==> src/hdl/hmbd_pkg.sv <==
// Shared types, constants and helper functions for the handheld bus decoder.
`default_nettype none

package hmbd_pkg;

    // Field widths
    localparam int ADDR_W = 16;
    localparam int DATA_W = 8;

    // Store geometry
    localparam int VIDEO_DEPTH  = 8192;
    localparam int VIDEO_AW     = 13;
    localparam int WORK_DEPTH   = 8192;
    localparam int WORK_AW      = 13;
    localparam int SPRITE_DEPTH = 160;
    localparam int SPRITE_AW    = 8;
    localparam int HIGH_DEPTH   = 128;
    localparam int HIGH_AW      = 7;
    localparam int BOOT_DEPTH   = 256;
    localparam int BOOT_AW      = 8;
    localparam int IO_COUNT     = 76;
    localparam int IO_AW        = 7;

    // Request queue between front and back
    localparam int QUEUE_DEPTH = 2;

    // Address map
    localparam logic [ADDR_W-1:0] ECHO_DISTANCE = 16'h2000;
    localparam logic [ADDR_W-1:0] ECHO_LO       = 16'hE000;
    localparam logic [ADDR_W-1:0] ECHO_HI       = 16'hFDFF;
    localparam logic [ADDR_W-1:0] BOOT_HI       = 16'h00FF;
    localparam logic [ADDR_W-1:0] ROM_HI        = 16'h7FFF;
    localparam logic [ADDR_W-1:0] VIDEO_HI      = 16'h9FFF;
    localparam logic [ADDR_W-1:0] CART_RAM_LO   = 16'hA000;
    localparam logic [ADDR_W-1:0] CART_RAM_HI   = 16'hBFFF;
    localparam logic [ADDR_W-1:0] WORK_HI       = 16'hDFFF;
    localparam logic [ADDR_W-1:0] SPRITE_LO     = 16'hFE00;
    localparam logic [ADDR_W-1:0] SPRITE_HI     = 16'hFE9F;
    localparam logic [ADDR_W-1:0] IO_LO         = 16'hFF00;
    localparam logic [ADDR_W-1:0] IO_HI         = 16'hFF4B;
    localparam logic [ADDR_W-1:0] BOOT_OFF_ADDR = 16'hFF50;
    localparam logic [ADDR_W-1:0] HIGH_LO       = 16'hFF80;

    // I/O register indexes
    localparam logic [IO_AW-1:0] REG_JOYP = 7'h00;
    localparam logic [IO_AW-1:0] REG_SC   = 7'h02;
    localparam logic [IO_AW-1:0] REG_DIV  = 7'h04;
    localparam logic [IO_AW-1:0] REG_TAC  = 7'h07;
    localparam logic [IO_AW-1:0] REG_IF   = 7'h0F;
    localparam logic [IO_AW-1:0] REG_NR10 = 7'h10;
    localparam logic [IO_AW-1:0] REG_NR14 = 7'h14;
    localparam logic [IO_AW-1:0] REG_NR15 = 7'h15;
    localparam logic [IO_AW-1:0] REG_NR19 = 7'h19;
    localparam logic [IO_AW-1:0] REG_NR1A = 7'h1A;
    localparam logic [IO_AW-1:0] REG_NR1C = 7'h1C;
    localparam logic [IO_AW-1:0] REG_NR1E = 7'h1E;
    localparam logic [IO_AW-1:0] REG_NR1F = 7'h1F;
    localparam logic [IO_AW-1:0] REG_NR20 = 7'h20;
    localparam logic [IO_AW-1:0] REG_NR23 = 7'h23;
    localparam logic [IO_AW-1:0] REG_NR26 = 7'h26;
    localparam logic [IO_AW-1:0] REG_STAT = 7'h41;
    localparam logic [IO_AW-1:0] REG_LY   = 7'h44;
    localparam logic [IO_AW-1:0] REG_DMA  = 7'h46;

    // Write masks and joypad constants
    localparam logic [DATA_W-1:0] MASK_JOYP_SEL = 8'h30;
    localparam logic [DATA_W-1:0] OR_SC         = 8'h7E;
    localparam logic [DATA_W-1:0] OR_TAC        = 8'hF8;
    localparam logic [DATA_W-1:0] OR_IF         = 8'hE0;
    localparam logic [DATA_W-1:0] OR_TOP_BIT    = 8'h80;
    localparam logic [DATA_W-1:0] OR_FREQ_HI    = 8'hB8;
    localparam logic [DATA_W-1:0] OR_NR1A       = 8'h7F;
    localparam logic [DATA_W-1:0] OR_NR1C       = 8'h9F;
    localparam logic [DATA_W-1:0] OR_NR20       = 8'hC0;
    localparam logic [DATA_W-1:0] OR_NR23       = 8'hBF;
    localparam logic [DATA_W-1:0] OR_NR26       = 8'h70;
    localparam logic [DATA_W-1:0] ALL_ONES      = 8'hFF;
    localparam logic [DATA_W-1:0] JOY_ACTION    = 8'hD0;
    localparam logic [DATA_W-1:0] JOY_DIRECTION = 8'hE0;

    // Power-on values of registers FF00-FF4B
    localparam logic [DATA_W-1:0] IO_POWER_ON [IO_COUNT] = '{
        8'hCF, 8'h00, 8'h7E, 8'h00, 8'hAB, 8'h00, 8'h00, 8'hF8,
        8'h00, 8'h00, 8'h00, 8'h00, 8'h00, 8'h00, 8'h00, 8'hE1,
        8'h80, 8'hBF, 8'hF3, 8'hFF, 8'hBF, 8'h00, 8'h3F, 8'h00,
        8'hFF, 8'hBF, 8'h7F, 8'hFF, 8'h9F, 8'hFF, 8'hBF, 8'h00,
        8'hFF, 8'h00, 8'h00, 8'hBF, 8'h77, 8'hF3, 8'hF1, 8'h00,
        8'h00, 8'h00, 8'h00, 8'h00, 8'h00, 8'h00, 8'h00, 8'h00,
        8'h00, 8'h00, 8'h00, 8'h00, 8'h00, 8'h00, 8'h00, 8'h00,
        8'h00, 8'h00, 8'h00, 8'h00, 8'h00, 8'h00, 8'h00, 8'h00,
        8'h91, 8'h85, 8'h00, 8'h00, 8'h00, 8'h00, 8'hFF, 8'hFC,
        8'hFF, 8'hFF, 8'h00, 8'h00
    };

    typedef enum logic [1:0] {
        MODE_READ   = 2'd0,
        MODE_WRITE  = 2'd1,
        MODE_BUTTON = 2'd2,
        MODE_LOAD   = 2'd3
    } mode_t;

    // Destination class worked out by the front
    typedef enum logic [3:0] {
        KIND_NONE,
        KIND_CART,
        KIND_LOW,
        KIND_VIDEO,
        KIND_WORK,
        KIND_SPRITE,
        KIND_IO,
        KIND_HIGH,
        KIND_BOOT_OFF,
        KIND_BUTTON,
        KIND_LOAD
    } kind_t;

    // Source of read data at the end of the back
    typedef enum logic [2:0] {
        SRC_FIXED,
        SRC_VIDEO,
        SRC_WORK,
        SRC_SPRITE,
        SRC_HIGH,
        SRC_BOOT,
        SRC_IO
    } src_t;

    typedef struct packed {
        kind_t              kind;
        logic               wr;
        logic [ADDR_W-1:0]  addr;     // echo already folded down
        logic [DATA_W-1:0]  data;
        logic [2:0]         button;
        logic               released;
    } cmd_t;

    typedef struct packed {
        logic [DATA_W-1:0]  read_data;
        logic               cart_access;
        logic               cart_write;
        logic [ADDR_W-1:0]  cart_address;
        logic [DATA_W-1:0]  cart_data;
        logic               dma_start;
        logic [DATA_W-1:0]  dma_page;
        logic               joypad_irq;
        logic               status;
    } res_t;

    typedef struct packed {
        logic               keep;
        logic [DATA_W-1:0]  value;
    } io_wr_t;

    function automatic io_wr_t io_write_value(input logic [IO_AW-1:0] ridx,
                                              input logic [DATA_W-1:0] d);
        io_wr_t w;
        w.keep  = 1'b1;
        w.value = d;
        case (ridx)
            REG_JOYP: w.value = d & MASK_JOYP_SEL;
            REG_SC:   w.value = d | OR_SC;
            REG_DIV:  w.value = '0;
            REG_TAC:  w.value = d | OR_TAC;
            REG_IF:   w.value = d | OR_IF;
            REG_NR10,
            REG_STAT: w.value = d | OR_TOP_BIT;
            REG_NR14,
            REG_NR19,
            REG_NR1E: w.value = d | OR_FREQ_HI;
            REG_NR15,
            REG_NR1F: w.value = ALL_ONES;
            REG_NR1A: w.value = d | OR_NR1A;
            REG_NR1C: w.value = d | OR_NR1C;
            REG_NR20: w.value = d | OR_NR20;
            REG_NR23: w.value = d | OR_NR23;
            REG_NR26: w.value = d | OR_NR26;
            REG_LY,
            REG_DMA:  begin
                w.keep  = 1'b0;
                w.value = '0;
            end
            default:  w.value = d;
        endcase
        return w;
    endfunction

    function automatic logic [DATA_W-1:0] io_reset_value(input logic [IO_AW-1:0] ridx);
        logic [DATA_W-1:0] v;
        v = '0;
        if (ridx < IO_AW'(IO_COUNT))
        begin
            v = IO_POWER_ON[ridx];
        end
        return v;
    endfunction

endpackage

`default_nettype wire

==> src/hdl/hmbd_front.sv <==
// Front: accepts bus requests, folds the echo region and classifies the target.
`default_nettype none

module hmbd_front (
    input  wire logic                        clk,
    input  wire logic                        rst_n,
    input  wire logic                        push,
    output logic                             full,
    input  wire logic [1:0]                  mode,
    input  wire logic [hmbd_pkg::ADDR_W-1:0] address,
    input  wire logic [hmbd_pkg::DATA_W-1:0] data,
    input  wire logic [2:0]                  button,
    input  wire logic                        released,
    input  wire logic                        q_full,
    output logic                             q_push,
    output hmbd_pkg::cmd_t                   q_cmd
);

    logic                        valid_reg;
    logic                        valid_next;
    hmbd_pkg::cmd_t              cmd_reg;
    hmbd_pkg::cmd_t              cmd_next;
    logic                        accept;
    logic [hmbd_pkg::ADDR_W-1:0] addr_fold;
    logic                        is_wr;

    assign full   = valid_reg && q_full;
    assign accept = push && !full;
    assign q_push = valid_reg && !q_full;
    assign q_cmd  = cmd_reg;

    always_comb
    begin
        is_wr = (hmbd_pkg::mode_t'(mode) == hmbd_pkg::MODE_WRITE);
        addr_fold = address;
        if (address >= hmbd_pkg::ECHO_LO && address <= hmbd_pkg::ECHO_HI)
        begin
            addr_fold = address - hmbd_pkg::ECHO_DISTANCE;
        end

        cmd_next.wr       = is_wr;
        cmd_next.addr     = addr_fold;
        cmd_next.data     = data;
        cmd_next.button   = button;
        cmd_next.released = released;

        case (hmbd_pkg::mode_t'(mode))
            hmbd_pkg::MODE_BUTTON: cmd_next.kind = hmbd_pkg::KIND_BUTTON;
            hmbd_pkg::MODE_LOAD:   cmd_next.kind = hmbd_pkg::KIND_LOAD;
            default:
            begin
                if (is_wr && addr_fold == hmbd_pkg::BOOT_OFF_ADDR)
                    cmd_next.kind = hmbd_pkg::KIND_BOOT_OFF;
                else if (addr_fold <= hmbd_pkg::BOOT_HI)
                    cmd_next.kind = hmbd_pkg::KIND_LOW;
                else if (addr_fold <= hmbd_pkg::ROM_HI
                         || (addr_fold >= hmbd_pkg::CART_RAM_LO
                             && addr_fold <= hmbd_pkg::CART_RAM_HI))
                    cmd_next.kind = hmbd_pkg::KIND_CART;
                else if (addr_fold <= hmbd_pkg::VIDEO_HI)
                    cmd_next.kind = hmbd_pkg::KIND_VIDEO;
                else if (addr_fold <= hmbd_pkg::WORK_HI)
                    cmd_next.kind = hmbd_pkg::KIND_WORK;
                else if (addr_fold >= hmbd_pkg::SPRITE_LO
                         && addr_fold <= hmbd_pkg::SPRITE_HI)
                    cmd_next.kind = hmbd_pkg::KIND_SPRITE;
                else if (addr_fold >= hmbd_pkg::IO_LO && addr_fold <= hmbd_pkg::IO_HI)
                    cmd_next.kind = hmbd_pkg::KIND_IO;
                else if (addr_fold >= hmbd_pkg::HIGH_LO)
                    cmd_next.kind = hmbd_pkg::KIND_HIGH;
                else
                    cmd_next.kind = hmbd_pkg::KIND_NONE;
            end
        endcase
    end

    always_comb
    begin
        if (accept)
            valid_next = 1'b1;
        else if (q_push)
            valid_next = 1'b0;
        else
            valid_next = valid_reg;
    end

    always_ff @(posedge clk or negedge rst_n)
    begin
        if (!rst_n)
            valid_reg <= 1'b0;
        else
            valid_reg <= valid_next;
    end

    always_ff @(posedge clk)
    begin
        if (accept)
            cmd_reg <= cmd_next;
    end

endmodule

`default_nettype wire

==> config.mk <==
export PLATFORM = sky130hd
export DESIGN_NAME = hmbd_front
export DESIGN_NICKNAME = d
export VERILOG_FILES = /design/src/hdl/hmbd_pkg.sv /design/src/hdl/hmbd_front.sv
export SDC_FILE = /design/constraint.sdc
export NUM_CORES = 1
export LEC_CHECK = 0
export BUFFER_PORTS_ARGS = -buffer_cell sky130_fd_sc_hd__buf_2
export CAP_MARGIN = 20
export CORE_UTILIZATION = 47
export CTS_CLUSTER_DIAMETER = 50
export DETAILED_ROUTE_END_ITERATION = 7
export PLACE_DENSITY_LB_ADDON = 0.1
export SLEW_MARGIN = 20
export SYNTH_ARGS = -nofsm -noshare
export SYNTH_HDL_FRONTEND = slang
export SYNTH_SLANG_ARGS = --single-unit
==> constraint.sdc <==
create_clock -name clk -period 7.41 [get_ports clk]
set_input_delay 0.3705 -clock clk [delete_from_list [all_inputs] [get_ports clk]]
set_output_delay 0.3705 -clock clk [all_outputs]
set_load 0.005 [all_outputs]
==> qor.csv <==
metric,value,unit
status,"complete, no violations",
Initial Util,49.2,%
Max IR drop VDD,181,uV
Top Ports,69,
period utilization,21.3,%
Seq cells post-synth,34,
first-pass iteration count of the detailed router,4,
CTS Buf Count,5,
Final nets,193,
HPWL Detailed,1910,um
leakage,0.754,nW
syn nets,118,
Final Cell Area,0.00181,mm2
clk root buf,clkbuf_4,
final worst slack,5.83,ns
Final min period,1.58,ns
Mapped Cells,83,
Hold WS,0.210,ns
die footprint,0.00308,mm2
global-route wire length before repair,4110,um
DR iter-0 viols,38,
Routed WL,2610,um
GRT Total Usage,18.0,%
initial antenna violation count,0,
Die Y,55.5,um
Area after DPL,0.00173,mm2
"non-filler cells, final",190,
H-tree Lvls,2,
worst skew pair latency,0.33,ns
Crit path max-delay family,compound AO/OA/AOI/OAI gates,
row count,19,
"commonest non-fill, non-tap cell in the layout",buf_2,
Crit Path Category,in2reg,
Routed wire per std cell,13.7,um
vias per inst,5.29,
crit path DAT,1.67,ns
drt drc,0,
Largest register FFs,33,
pin count of the biggest net entering global routing,34,
cts repair resizes,0,
routed vias,1006,
final-layout fill cell count,212,
CTS max path bufs,2,
final slew viol count,0,
port bufs,68,
count of unique library cells instantiated by Yosys,30,
maxcap violations,0,
YS warnings,0,
layout cell share with drive strength beyond 1,52.8,%
Slew @ Worst Pin,0.403,ns
Netlist Area Pre-Place,0.00135,mm2
worst hold-check path type,in2reg,
"slowest stage delay, CP",0.33,ns
Syn-to-layout area delta,34.7,%
dpl cells,181,
total negative slack,0,ns
Cell Pwr Density,220,mW/mm2
crit end category,flop,
Fin Clk Skew,0.00895,ns
max frequency,633,MHz
Final ANT Viol Nets,0,
CP cell instances,buf_2 > inv_1 > ha_1 > nand4_1 > a211o_1 > o221ai_2 > a2bb2oi_2,
total grt overflow,0,
Final Core Density,66.3,%
"commonest non-fill, non-tap cells in the layout","buf_2, edfxtp_1, clkbuf_4",
Critical Path RT,7.50,ns
Design Power,0.399,mW
crit path buf inv count,2,
Die W,55.5,um
number of global-route vias before repair,913,
RSZ-0062 raised after global routing,no,
clk sinks,34,
final hold viol count,0,
mean area per synthesized cell,16.2,um2
antenna cells,0,
CTS tree,built,
Setup Viol. Count Final,0,
CP max FO,9,
Core Footprint,0.00273,mm2
Placer Congestion,1.02,
DP Worst Slack,5.50,ns
"Seq/Total Area, Yosys",75.5,%
Slew HR,73.2,%
slowest library cell on the worst path,ha_1,
"Reg clk slew, reported paths",0.10,ns
critical path launch point type,primary input,
==> cells in the mapped netlist (all sizes together) <==
cell type / count / area [um2]
a211oi: 3 / 22.5
buf: 2 / 10.0
o21ai: 3 / 15.0
mux2i: 1 / 10.0
a211o: 2 / 17.5
nor2b: 4 / 25.0
inv: 4 / 15.0
nor2: 1 / 3.75
nor4b: 1 / 8.76
a41oi: 1 / 8.76
or4: 1 / 11.3
nand4b: 1 / 8.76
nand4: 4 / 25.0
o21a: 1 / 7.51
and2: 1 / 6.26
edfxtp: 33 / 991
a2bb2oi: 1 / 15.0
dfrtp: 1 / 25.0
nor3: 1 / 5.00
and4: 1 / 8.76
nand3: 3 / 15.0
nand2: 2 / 7.51
or2: 4 / 25.0
o22ai: 1 / 6.26
o221ai: 1 / 15.0
o31ai: 1 / 7.51
a31oi: 2 / 12.5
a21oi: 1 / 5.00
ha: 1 / 12.5
==> path summary, 6_finish.rpt <==
check	start	to	slack (ns)	cells after the start
max	address[14]	q_cmd[29]	5.83	7
min	button[1]	q_cmd[2]	0.21	1
max reg2reg	valid_reg	q_cmd[28]	6.04	3
min reg2reg	valid_reg	valid_reg	0.66	2
max in group asynchronous	rst_n	valid_reg	6.98	2
min in group asynchronous	rst_n	valid_reg	0.35	2
==> logic make-up after synthesis <==
group / count (synthesis) / synth area share, %
flip-flops: 34 / 75.5
AND/OR/NAND/NOR: 24 / 11.2
AO/OA/AOI/OAI: 17 / 9.85
buffers and inverters: 6 / 1.86
multiplexers: 1 / 0.744
adder cells (fa/ha/maj): 1 / 0.929
==> worst reg2reg max path, cell delays in order, from the launching register on <==
cell and delay [ns]:
dfrtp_1 0.38, and2_1 0.18, nor2b_2 0.10, buf_4 0.36
==> report_power, final <==
part | switching, mW | total (mW) | internal (mW)
combinational | 0.0223 | 0.0422 | 0.0199
sequential | 0.00234 | 0.226 | 0.224
clock | 0.0604 | 0.130 | 0.0698
total | 0.0851 | 0.399 | 0.314
==> metal layers <==
layer | wire (um) | up-vias | GRT usage, %
met3 | 210 | 8 | 6.09
met4 | 61 | 0 | 8.57
li1 | - | 484 | -
met2 | 1330 | 58 | 30.3
met1 | 1000 | 456 | 20.6
met5 | 0 | - | 0
==> repair_timing <==
| item | CTS | global route |
|---|---|---|
| hold buffers | 1 | 0 |
| setup buffers | 0 | 0 |
| endpoints found under the hold margin | 1 | 0 |
==> area by class of cell <==
class	count	area [um2]	share of cell area, %
Multi-Input combinational cell	43	308	17.0
Tap cell	31	38.8	2.14
Inverter	4	15.0	0.828
Timing Repair Buffer	70	358	19.7
Clock inverter	3	40.0	2.21
Clock buffer	5	37.5	2.07
Sequential cell	34	1020	56.0
Note: power is estimated with default switching activity, not from simulation.
