--- config.mk ---
export PLATFORM = sky130hd
export DESIGN_NAME = hmbd_queue
export DESIGN_NICKNAME = d
export VERILOG_FILES = /design/src/hdl/hmbd_pkg.sv /design/src/hdl/hmbd_queue.sv
export SDC_FILE = /design/constraint.sdc
export NUM_CORES = 1
export LEC_CHECK = 0
export ABC_CLOCK_PERIOD_IN_PS = 2310
export BUFFER_PORTS_ARGS = -buffer_cell sky130_fd_sc_hd__buf_2
export CAP_MARGIN = 10
export CORE_ASPECT_RATIO = 2
export CORE_UTILIZATION = 47
export CTS_CLUSTER_SIZE = 25
export DETAILED_ROUTE_END_ITERATION = 10
export PLACE_DENSITY = 0.72
export SLEW_MARGIN = 20
export SYNTH_ARGS = -nofsm -noshare
export SYNTH_HDL_FRONTEND = slang
export SYNTH_SLANG_ARGS = --single-unit
--- constraint.sdc ---
create_clock -name clk -period 2.31 [get_ports clk]
set_input_delay 0.462 -clock clk [delete_from_list [all_inputs] [get_ports clk]]
set_output_delay 0.462 -clock clk [all_outputs]
set_load 0.1 [all_outputs]
--- src/hdl/hmbd_pkg.sv ---
// Shared types, constants and helper functions for the handheld bus decoder.
`default_nettype none

package hmbd_pkg;

    // Field widths
    localparam int ADDR_W = 16;
    localparam int DATA_W = 8;

    // Store geometry
    localparam int VIDEO_DEPTH  = 8192;
    localparam int VIDEO_AW     = 13;
    localparam int WORK_DEPTH   = 8192;
    localparam int WORK_AW      = 13;
    localparam int SPRITE_DEPTH = 160;
    localparam int SPRITE_AW    = 8;
    localparam int HIGH_DEPTH   = 128;
    localparam int HIGH_AW      = 7;
    localparam int BOOT_DEPTH   = 256;
    localparam int BOOT_AW      = 8;
    localparam int IO_COUNT     = 76;
    localparam int IO_AW        = 7;

    // Request queue between front and back
    localparam int QUEUE_DEPTH = 2;

    // Address map
    localparam logic [ADDR_W-1:0] ECHO_DISTANCE = 16'h2000;
    localparam logic [ADDR_W-1:0] ECHO_LO       = 16'hE000;
    localparam logic [ADDR_W-1:0] ECHO_HI       = 16'hFDFF;
    localparam logic [ADDR_W-1:0] BOOT_HI       = 16'h00FF;
    localparam logic [ADDR_W-1:0] ROM_HI        = 16'h7FFF;
    localparam logic [ADDR_W-1:0] VIDEO_HI      = 16'h9FFF;
    localparam logic [ADDR_W-1:0] CART_RAM_LO   = 16'hA000;
    localparam logic [ADDR_W-1:0] CART_RAM_HI   = 16'hBFFF;
    localparam logic [ADDR_W-1:0] WORK_HI       = 16'hDFFF;
    localparam logic [ADDR_W-1:0] SPRITE_LO     = 16'hFE00;
    localparam logic [ADDR_W-1:0] SPRITE_HI     = 16'hFE9F;
    localparam logic [ADDR_W-1:0] IO_LO         = 16'hFF00;
    localparam logic [ADDR_W-1:0] IO_HI         = 16'hFF4B;
    localparam logic [ADDR_W-1:0] BOOT_OFF_ADDR = 16'hFF50;
    localparam logic [ADDR_W-1:0] HIGH_LO       = 16'hFF80;

    // I/O register indexes
    localparam logic [IO_AW-1:0] REG_JOYP = 7'h00;
    localparam logic [IO_AW-1:0] REG_SC   = 7'h02;
    localparam logic [IO_AW-1:0] REG_DIV  = 7'h04;
    localparam logic [IO_AW-1:0] REG_TAC  = 7'h07;
    localparam logic [IO_AW-1:0] REG_IF   = 7'h0F;
    localparam logic [IO_AW-1:0] REG_NR10 = 7'h10;
    localparam logic [IO_AW-1:0] REG_NR14 = 7'h14;
    localparam logic [IO_AW-1:0] REG_NR15 = 7'h15;
    localparam logic [IO_AW-1:0] REG_NR19 = 7'h19;
    localparam logic [IO_AW-1:0] REG_NR1A = 7'h1A;
    localparam logic [IO_AW-1:0] REG_NR1C = 7'h1C;
    localparam logic [IO_AW-1:0] REG_NR1E = 7'h1E;
    localparam logic [IO_AW-1:0] REG_NR1F = 7'h1F;
    localparam logic [IO_AW-1:0] REG_NR20 = 7'h20;
    localparam logic [IO_AW-1:0] REG_NR23 = 7'h23;
    localparam logic [IO_AW-1:0] REG_NR26 = 7'h26;
    localparam logic [IO_AW-1:0] REG_STAT = 7'h41;
    localparam logic [IO_AW-1:0] REG_LY   = 7'h44;
    localparam logic [IO_AW-1:0] REG_DMA  = 7'h46;

    // Write masks and joypad constants
    localparam logic [DATA_W-1:0] MASK_JOYP_SEL = 8'h30;
    localparam logic [DATA_W-1:0] OR_SC         = 8'h7E;
    localparam logic [DATA_W-1:0] OR_TAC        = 8'hF8;
    localparam logic [DATA_W-1:0] OR_IF         = 8'hE0;
    localparam logic [DATA_W-1:0] OR_TOP_BIT    = 8'h80;
    localparam logic [DATA_W-1:0] OR_FREQ_HI    = 8'hB8;
    localparam logic [DATA_W-1:0] OR_NR1A       = 8'h7F;
    localparam logic [DATA_W-1:0] OR_NR1C       = 8'h9F;
    localparam logic [DATA_W-1:0] OR_NR20       = 8'hC0;
    localparam logic [DATA_W-1:0] OR_NR23       = 8'hBF;
    localparam logic [DATA_W-1:0] OR_NR26       = 8'h70;
    localparam logic [DATA_W-1:0] ALL_ONES      = 8'hFF;
    localparam logic [DATA_W-1:0] JOY_ACTION    = 8'hD0;
    localparam logic [DATA_W-1:0] JOY_DIRECTION = 8'hE0;

    // Power-on values of registers FF00-FF4B
    localparam logic [DATA_W-1:0] IO_POWER_ON [IO_COUNT] = '{
        8'hCF, 8'h00, 8'h7E, 8'h00, 8'hAB, 8'h00, 8'h00, 8'hF8,
        8'h00, 8'h00, 8'h00, 8'h00, 8'h00, 8'h00, 8'h00, 8'hE1,
        8'h80, 8'hBF, 8'hF3, 8'hFF, 8'hBF, 8'h00, 8'h3F, 8'h00,
        8'hFF, 8'hBF, 8'h7F, 8'hFF, 8'h9F, 8'hFF, 8'hBF, 8'h00,
        8'hFF, 8'h00, 8'h00, 8'hBF, 8'h77, 8'hF3, 8'hF1, 8'h00,
        8'h00, 8'h00, 8'h00, 8'h00, 8'h00, 8'h00, 8'h00, 8'h00,
        8'h00, 8'h00, 8'h00, 8'h00, 8'h00, 8'h00, 8'h00, 8'h00,
        8'h00, 8'h00, 8'h00, 8'h00, 8'h00, 8'h00, 8'h00, 8'h00,
        8'h91, 8'h85, 8'h00, 8'h00, 8'h00, 8'h00, 8'hFF, 8'hFC,
        8'hFF, 8'hFF, 8'h00, 8'h00
    };

    typedef enum logic [1:0] {
        MODE_READ   = 2'd0,
        MODE_WRITE  = 2'd1,
        MODE_BUTTON = 2'd2,
        MODE_LOAD   = 2'd3
    } mode_t;

    // Destination class worked out by the front
    typedef enum logic [3:0] {
        KIND_NONE,
        KIND_CART,
        KIND_LOW,
        KIND_VIDEO,
        KIND_WORK,
        KIND_SPRITE,
        KIND_IO,
        KIND_HIGH,
        KIND_BOOT_OFF,
        KIND_BUTTON,
        KIND_LOAD
    } kind_t;

    // Source of read data at the end of the back
    typedef enum logic [2:0] {
        SRC_FIXED,
        SRC_VIDEO,
        SRC_WORK,
        SRC_SPRITE,
        SRC_HIGH,
        SRC_BOOT,
        SRC_IO
    } src_t;

    typedef struct packed {
        kind_t              kind;
        logic               wr;
        logic [ADDR_W-1:0]  addr;     // echo already folded down
        logic [DATA_W-1:0]  data;
        logic [2:0]         button;
        logic               released;
    } cmd_t;

    typedef struct packed {
        logic [DATA_W-1:0]  read_data;
        logic               cart_access;
        logic               cart_write;
        logic [ADDR_W-1:0]  cart_address;
        logic [DATA_W-1:0]  cart_data;
        logic               dma_start;
        logic [DATA_W-1:0]  dma_page;
        logic               joypad_irq;
        logic               status;
    } res_t;

    typedef struct packed {
        logic               keep;
        logic [DATA_W-1:0]  value;
    } io_wr_t;

    function automatic io_wr_t io_write_value(input logic [IO_AW-1:0] ridx,
                                              input logic [DATA_W-1:0] d);
        io_wr_t w;
        w.keep  = 1'b1;
        w.value = d;
        case (ridx)
            REG_JOYP: w.value = d & MASK_JOYP_SEL;
            REG_SC:   w.value = d | OR_SC;
            REG_DIV:  w.value = '0;
            REG_TAC:  w.value = d | OR_TAC;
            REG_IF:   w.value = d | OR_IF;
            REG_NR10,
            REG_STAT: w.value = d | OR_TOP_BIT;
            REG_NR14,
            REG_NR19,
            REG_NR1E: w.value = d | OR_FREQ_HI;
            REG_NR15,
            REG_NR1F: w.value = ALL_ONES;
            REG_NR1A: w.value = d | OR_NR1A;
            REG_NR1C: w.value = d | OR_NR1C;
            REG_NR20: w.value = d | OR_NR20;
            REG_NR23: w.value = d | OR_NR23;
            REG_NR26: w.value = d | OR_NR26;
            REG_LY,
            REG_DMA:  begin
                w.keep  = 1'b0;
                w.value = '0;
            end
            default:  w.value = d;
        endcase
        return w;
    endfunction

    function automatic logic [DATA_W-1:0] io_reset_value(input logic [IO_AW-1:0] ridx);
        logic [DATA_W-1:0] v;
        v = '0;
        if (ridx < IO_AW'(IO_COUNT))
        begin
            v = IO_POWER_ON[ridx];
        end
        return v;
    endfunction

endpackage

`default_nettype wire

--- src/hdl/hmbd_queue.sv ---
// Short request queue between the front and the back.
`default_nettype none

module hmbd_queue #(
    parameter int DEPTH = hmbd_pkg::QUEUE_DEPTH
) (
    input  wire logic           clk,
    input  wire logic           rst_n,
    input  wire logic           wr_en,
    input  wire hmbd_pkg::cmd_t wr_cmd,
    output logic                full,
    input  wire logic           rd_en,
    output hmbd_pkg::cmd_t      rd_cmd,
    output logic                empty
);

    localparam int PTR_W = (DEPTH > 1) ? $clog2(DEPTH) : 1;
    localparam int CNT_W = $clog2(DEPTH + 1);

    hmbd_pkg::cmd_t   slot_reg [DEPTH];
    logic [PTR_W-1:0] wr_ptr_reg;
    logic [PTR_W-1:0] wr_ptr_next;
    logic [PTR_W-1:0] rd_ptr_reg;
    logic [PTR_W-1:0] rd_ptr_next;
    logic [CNT_W-1:0] count_reg;
    logic [CNT_W-1:0] count_next;
    logic             do_wr;
    logic             do_rd;

    assign full   = (count_reg == CNT_W'(DEPTH));
    assign empty  = (count_reg == '0);
    assign do_wr  = wr_en && !full;
    assign do_rd  = rd_en && !empty;
    assign rd_cmd = slot_reg[rd_ptr_reg];

    always_comb
    begin
        wr_ptr_next = wr_ptr_reg;
        rd_ptr_next = rd_ptr_reg;
        if (do_wr)
            wr_ptr_next = (wr_ptr_reg == PTR_W'(DEPTH - 1)) ? '0 : wr_ptr_reg + 1'b1;
        if (do_rd)
            rd_ptr_next = (rd_ptr_reg == PTR_W'(DEPTH - 1)) ? '0 : rd_ptr_reg + 1'b1;
        count_next = count_reg + CNT_W'(do_wr) - CNT_W'(do_rd);
    end

    always_ff @(posedge clk or negedge rst_n)
    begin
        if (!rst_n)
        begin
            wr_ptr_reg <= '0;
            rd_ptr_reg <= '0;
            count_reg  <= '0;
        end
        else
        begin
            wr_ptr_reg <= wr_ptr_next;
            rd_ptr_reg <= rd_ptr_next;
            count_reg  <= count_next;
        end
    end

    always_ff @(posedge clk)
    begin
        if (do_wr)
            slot_reg[wr_ptr_reg] <= wr_cmd;
    end

endmodule

`default_nettype wire

==> results of run 1 <==
-- per-layer routing --
| layer | routed length (um) | share of wire | global-route usage | up-vias |
|---|---|---|---|---|
| met3 | 242 | 0.054 | 0.0612 | 4 |
| met4 | 57 | 0.013 | 0.0836 | 0 |
| met1 | 1360 | 0.30 | 0.127 | 664 |
| met5 | 0 | 0 | 0 | - |
| li1 | - | - | - | 633 |
| met2 | 2820 | 0.63 | 0.301 | 43 |
-- metrics by stage --
stage          setup slack [ps]  hold slack, ps  area [um2]  std cells
2_1_floorplan              79.0             166        2740        121
3_3_place_gp                536             274        3160        253
3_5_place_dp                508             277        3160        253
4_1_cts                     159             316        3440        269
5_1_grt                     126             315        3440        269
6_report                    178             336        3440        269
-- final cells by class --
class	instances	area share
multi-input combinational	45	0.169
inverter	2	0.00218
timing repair buffer	76	0.122
sequential	70	0.605
clock inverter	2	0.00981
tap	61	0.0222
clock buffer	13	0.0697
-- synthesized netlist by cell type, drive strengths merged --
cell type / count
and3: 1
buf: 4
dfrtp: 4
edfxtp: 66
ha: 2
inv: 2
mux2: 33
nand2: 1
nand2b: 1
nor2: 2
nor2b: 1
xnor2: 3
xor2: 1
-- critical path, stage by stage (launching register included) --
cell	delay [ps]
dfrtp_2	450
buf_12	260
mux2_4	330
buf_2	300
-- kinds of logic after synthesis --
logic type                 count (synthesis)  share of synthesized area
and+or+nand+nor                            6                     0.0119
buffers and inverters                      6                     0.0288
DFF                                       70                      0.762
muxes                                     33                      0.176
adders and majority gates                  2                    0.00915
xor gates and xnor gates                   4                     0.0128
-- worst paths after layout --
| kind | to | slack, ps | cells past startpoint |
|---|---|---|---|
| min in group asynchronous | count_reg[0]$_DFF_PN0_ | 480 | 2 |
| max in group asynchronous | rd_ptr_reg$_DFFE_PN0P_ | 1690 | 2 |
| min reg2reg | count_reg[1]$_DFF_PN0_ | 540 | 1 |
| min | slot_reg[1][23]$_DFFE_PP_ | 340 | 1 |
| max reg2reg | count_reg[1]$_DFF_PN0_ | 710 | 7 |
| max | rd_cmd[15] | 180 | 3 |
==> impl_metrics.toml, run 1 <==
[run_status]
run_status = "finished clean"

[synthesis]
synth.top_cell.area_share = 0.725
synth-seq-cells = 70
synth.distinct_cells = 15
synth_warnings = 0
syn_nets = 160
syn_inst = 121
ys_seq_area_frac = 0.762
synth.area.top_cells = "edfxtp_1 (72%), mux2_4 (16%), dfrtp_1 (3.7%)"
synth_largest_area_cell = "edfxtp_1"
synth_area_per_cell_um2 = 22.6
syn_area_um2 = 2730

[route]
wire_per_inst_um = 16.7
avgViaCountPerCell = 5.00
routed_wl_um = 4480
drt_first_pass_iters = 6
drc = 0
dr_total_vias = 1344
final_antenna_net_count = 0
drt-initial-drc-count = 50

[floorplan]
initial_core_util = 0.483
boundaryPins = 72
rows = 39
die-height_um = 110
core_area_um2 = 5660
die-area_um2 = 6140
die_w_um = 55.9

[cts]
cts-root-buf = "clkbuf_16"
post_cts_resized = 0
cts_max_level = 3
cts.sinks = 70
clk_pin_slew_ps = 50
cts.path.max_buffers = 2
cts_tree = "built"
ctsHoldBuffers = 1
post_cts_buffers = 0
clk_latency_ps = 310
numCtsBuffers = 9

[grt]
grt_pass1_vias = 1418
grt_pass1_wl_um = 6530
gr-usage-all-layers = 0.154
grt_max_degree = 30
grt-ovfl-total = 0
antenna_found_initial = 0

[timing]
tightest_slew_ps = 500
drv_slew = 0
max_clock_freq_ghz = 0.469
tns_ps = 0
relSlewSlack = 0.669
fin_crit_sh = 0.923
min_period_ps = 2130
rsz0062_at_grt = "no"
finClkSkew_ps = 4.74
finalHoldViolCount = 0
setup_viol = 0

[worst_setup_path]
worstPathMaxFanout = 29
arrival_ps = 1670
crit_type = "reg -> out"
required_ps = 1850
critical_path.startpoint_type = "register"
critPathLaunch = "rd_ptr_reg$_DFFE_PN0P_"
end_kind = "primary output"
r2r_start = "count_reg[0]$_DFF_PN0_"

[cells_and_area]
most-common-layout-cells = "buf_2 (71), edfxtp_1 (66), mux2_4 (29), clkbuf_16 (9)"
num-nets-final = 243
area_delta_synth_final_pct = 26.0
drive_above_1_share = 0.587
largest_reg_flops = 66
final_util = 0.609
ff_latch_area_um2 = 2080
fill_cells = 420
final_common_cell = "buf_2"
antenna_cells = 0
multi_input_comb_area_um2 = 583

[hold_path]
hold_path.class = "in -> reg"
hp-start = "wr_cmd[23]"

[run]
maxCapViolations = 0

[placed_design]
io_buffers = 71
place.gp.congestion = 0.677
Power of run 1 is left out: the tool's default activity adds up to more than one toggle a clock period on the data nets, which glitch-free logic cannot reach.
==> run 2, diff against run 1 <==
--- a/config.mk
+++ b/config.mk
@@ -13,6 +13,7 @@
 export CTS_CLUSTER_SIZE = 25
 export DETAILED_ROUTE_END_ITERATION = 10
 export PLACE_DENSITY = 0.72
+export REMOVE_ABC_BUFFERS = 1
 export SLEW_MARGIN = 20
 export SYNTH_ARGS = -nofsm -noshare
 export SYNTH_HDL_FRONTEND = slang
==> impl_metrics.toml, run 2 (same netlist as run 1, synthesis figures left out) <==
[timing]
rsz0062_at_grt = "no"
finalHoldViolCount = 0
setup_viol = 0
tightest_slew_ps = 497
fin_crit_sh = 0.900
min_period_ps = 2080
finClkSkew_ps = 4.83
max_clock_freq_ghz = 0.481
drv_slew = 0
relSlewSlack = 0.671

[cts]
numCtsBuffers = 9
cts-root-buf = "clkbuf_16"
cts.sinks = 70
clk_pin_slew_ps = 50
cts.path.max_buffers = 2
cts_max_level = 3
clk_latency_ps = 320
cts_tree = "built"

[worst_setup_path]
critical-path-slowest-cell = "dfrtp_2"
critPathLaunch = "rd_ptr_reg$_DFFE_PN0P_"
max_stage_delay_ps = 380
reg2reg_depth = 7
crit_chain = "buf_4 > mux2_4 > buf_2"
crit_cells = 3
arrival_ps = 1620
critPathBufInv = 2
rrSetupSlack_ps = 720
worstPathMaxFanout = 15
required_ps = 1850
end_kind = "primary output"
crit_type = "reg -> out"
cp-endpoint = "rd_cmd[14]"
r2r_start = "count_reg[1]$_DFF_PN0_"
critical_path.startpoint_type = "register"
cpLargestDelayFamily = "buffers and inverters"
r2r-end = "count_reg[1]$_DFF_PN0_"

[route]
final_antenna_net_count = 0
avgViaCountPerCell = 4.94
drt-initial-drc-count = 31
wire_per_inst_um = 16.5
drt_first_pass_iters = 5
routed_wl_um = 4530
drc = 0
dr_total_vias = 1353

[run_status]
run_status = "finished clean"

[floorplan]
rows = 39
die-area_um2 = 6140
initial_core_util = 0.483
core_area_um2 = 5660
die-height_um = 110
die_w_um = 55.9
boundaryPins = 72

[placed_design]
dp.final_hpwl_um = 3110
io_buffers = 71
place.gp.congestion = 0.686

[cells_and_area]
final_util = 0.610
drive_above_1_share = 0.594
most-common-layout-cells = "buf_2 (71), edfxtp_1 (66), mux2_4 (29), clkbuf_16 (9), buf_4 (6)"
largest_reg_flops = 66
fill_cells = 442
final_common_cell = "buf_2"
num-nets-final = 246
area_delta_synth_final_pct = 26.3

[hold_path]
hold_path.class = "in -> reg"

[grt]
grt_pass1_vias = 1388
gr-usage-all-layers = 0.158
antenna_found_initial = 1
grt_pass1_wl_um = 6780
grt-ovfl-total = 0
grt_max_degree = 20

[run]
maxCapViolations = 0
run 2: metrics by stage:
stage                     std cells  cell area, um2  hold WS, ps  setup WS (ps)  TNS, ps
final                           274            3450          331            230        0
after floorplan                 117            2660          166           -425    -5590
after CTS                       273            3450          316            210        0
after global placement          256            3170          270            583        0
after detailed placement        256            3170          279            567        0
after global routing            274            3450          309            164        0
run 2: layer usage:
| layer | global-route usage | part of all wire | vias to the layer above |
|---|---|---|---|
| met5 | 0 | 0 | - |
| met4 | 0.0958 | 0.030 | 0 |
| met3 | 0.0671 | 0.055 | 8 |
| met2 | 0.273 | 0.57 | 47 |
| met1 | 0.154 | 0.34 | 661 |
| li1 | - | - | 637 |
run 2: area by class of cell:
class                      instances  area, um2  area share
multi-input combinational         45        581       0.168
clock buffer                      15        268      0.0775
sequential                        70       2080       0.603
inverter                           2       7.51     0.00217
clock inverter                     1       5.00     0.00145
tap                               61       76.3      0.0221
timing repair buffer              79        430       0.125
antenna                            1       2.50    0.000725
run 2: repair_timing:
item	CTS	global route
hold endpoints to repair	4	0
setup buffers	0	0
gates resized for setup	0	0
hold buffers	1	0
run 2: worst min path at each step:
stage / from / to / slack (ps) / depth (start not counted)
after global placement: rst_n / count_reg[0]$_DFF_PN0_ / 270 / 1
after global routing: wr_cmd[20] / slot_reg[1][20]$_DFFE_PP_ / 310 / 1
after detailed placement: rst_n / wr_ptr_reg$_DFFE_PN0P_ / 280 / 1
final: wr_cmd[30] / slot_reg[1][30]$_DFFE_PP_ / 330 / 1
after floorplan: rst_n / count_reg[0]$_DFF_PN0_ / 170 / 0
after CTS: wr_cmd[20] / slot_reg[0][20]$_DFFE_PP_ / 320 / 1
Power of run 2 is left out for the same reason.
==> run 3, diff against run 2 <==
--- a/config.mk
+++ b/config.mk
@@ -8,11 +8,14 @@
 export ABC_CLOCK_PERIOD_IN_PS = 2310
 export BUFFER_PORTS_ARGS = -buffer_cell sky130_fd_sc_hd__buf_2
 export CAP_MARGIN = 10
+export CELL_PAD_IN_SITES_DETAIL_PLACEMENT = 2
+export CELL_PAD_IN_SITES_GLOBAL_PLACEMENT = 2
 export CORE_ASPECT_RATIO = 2
-export CORE_UTILIZATION = 47
+export CORE_MARGIN = 2
+export CORE_UTILIZATION = 34
 export CTS_CLUSTER_SIZE = 25
 export DETAILED_ROUTE_END_ITERATION = 10
-export PLACE_DENSITY = 0.72
+export PLACE_DENSITY = 0.71
 export REMOVE_ABC_BUFFERS = 1
 export SLEW_MARGIN = 20
 export SYNTH_ARGS = -nofsm -noshare
==> impl_metrics.toml, run 3 (same netlist as run 1, synthesis figures left out) <==
[grt]
grt_pass1_wl_um = 7570
gr-usage-all-layers = 0.124
grt_max_degree = 18
grt-ovfl-total = 0
grt_pass1_vias = 1518
antenna_found_initial = 0

[cells_and_area]
num-nets-final = 244
final_common_cell = "buf_2"
area_delta_synth_final_pct = 28.7
antenna_cells = 0
final_cell_area_um2 = 3520
most-common-layout-cells = "buf_2 (71), edfxtp_1 (66), mux2_4 (29), clkbuf_16 (9), mux2_2 (4)"
largest_reg_flops = 66
drive_above_1_share = 0.595

[worst_setup_path]
max_stage_delay_ps = 600
crit_chain = "buf_12 > mux2_4 > buf_2"
end_kind = "primary output"
reg2reg_depth = 7
critical-path-slowest-cell = "dfrtp_4"
cpLargestDelayFamily = "buffers and inverters"
arrival_ps = 1740
critical_path.startpoint_type = "register"
crit_cells = 3
critPathBufInv = 2
crit_type = "reg -> out"
worstPathMaxFanout = 14
required_ps = 1850

[cts]
post_cts_buffers = 0
cts-root-buf = "clkbuf_16"
cts.sinks = 70
numCtsBuffers = 9
cts_max_level = 3
clk_latency_ps = 320
clk_pin_slew_ps = 50
cts_tree = "built"
cts.path.max_buffers = 2

[placed_design]
dp.final_hpwl_um = 3690
placed_area_um2 = 3220
io_buffers = 71
place.gp.congestion = 0.730

[hold_path]
hold_path.class = "in -> reg"
hold_depth = 1

[route]
avgViaCountPerCell = 4.51
routed_wl_um = 5040
final_antenna_net_count = 0
drc = 0
drt_first_pass_iters = 4
drt-initial-drc-count = 53
wire_per_inst_um = 16.5
dr_total_vias = 1380

[timing]
tightest_slew_ps = 509
relSlewSlack = 0.663
max_clock_freq_ghz = 0.454
setup_viol = 0
fin_crit_sh = 0.953
drv_slew = 0
finalHoldViolCount = 0
rsz0062_at_grt = "no"
min_period_ps = 2200
finClkSkew_ps = 3.97

[run_status]
run_status = "finished clean"

[floorplan]
rows = 46
die_w_um = 67.4
initial_core_util = 0.347
core_area_um2 = 7890
boundaryPins = 72
die-height_um = 131
die-area_um2 = 8820

[run]
maxCapViolations = 0
[run 3: cell types whose count changed in the layout (fill, tap and decap cells not counted), moves of 2 or more]
cell,change
buf_12,+2
buf_4,-4
clkbuf_1,-2
clkbuf_8,-2
clkinv_1,+2
[run 3: repair_timing]
| action | 4_1_cts | 5_1_grt |
|---|---|---|
| setup endpoints to repair | 0 | 14 |
| hold buffers | 1 | 0 |
| endpoints found under the hold margin | 4 | 0 |
| gates resized for setup | 0 | 1 |
[run 3: area by class of cell]
type | count | area (um2)
clock inverter | 5 | 50.0
inverter | 2 | 7.51
multi-input combinational | 45 | 582
sequential | 70 | 2090
fill | 733 | 4370
tap | 96 | 120
clock buffer | 11 | 233
timing repair buffer | 77 | 440
[run 3: worst reg2reg max path, stage by stage, from the launching register on]
cell	delay, ps
dfrtp_1	400
nand2b_1	130
nand2_1	150
ha_1	310
inv_1	40
ha_1	170
xnor2_1	170
xnor2_1	140
[run 3: routing by layer]
layer | global-route usage | up-vias | routed length (um)
met2 | 0.217 | 46 | 2850
met1 | 0.118 | 686 | 1740
met5 | 0 | - | 0
met3 | 0.0497 | 14 | 303
met4 | 0.0696 | 0 | 147
li1 | - | 634 | -
[run 3: path summary, 6_finish.rpt]
kind / slack [ps] / endpoint / from
worst max-delay path: 110 / rd_cmd[18] / rd_ptr_reg$_DFFE_PN0P_
worst min-delay path: 330 / slot_reg[1][7]$_DFFE_PP_ / wr_cmd[7]
worst max register to register: 720 / count_reg[1]$_DFF_PN0_ / count_reg[1]$_DFF_PN0_
worst min register to register: 520 / count_reg[1]$_DFF_PN0_ / count_reg[1]$_DFF_PN0_
max in group asynchronous: 1700 / rd_ptr_reg$_DFFE_PN0P_ / rst_n
min in group asynchronous: 470 / wr_ptr_reg$_DFFE_PN0P_ / rst_n
[run 3: metrics by stage]
| step | cells | TNS (ps) | util | setup WS (ps) | hold slack [ps] |
|---|---|---|---|---|---|
| finish | 306 | 0 | 0.446 | 107 | 327 |
| CTS | 306 | 0 | 0.446 | 21.3 | 315 |
| detailed placement | 289 | 0 | 0.409 | 369 | 276 |
| global route | 306 | 0 | 0.446 | 55.2 | 315 |
| global placement | 289 | 0 | 0.409 | 366 | 279 |
| floorplan | 117 | -5590 | - | -425 | 166 |
Power of run 3 is left out for the same reason.
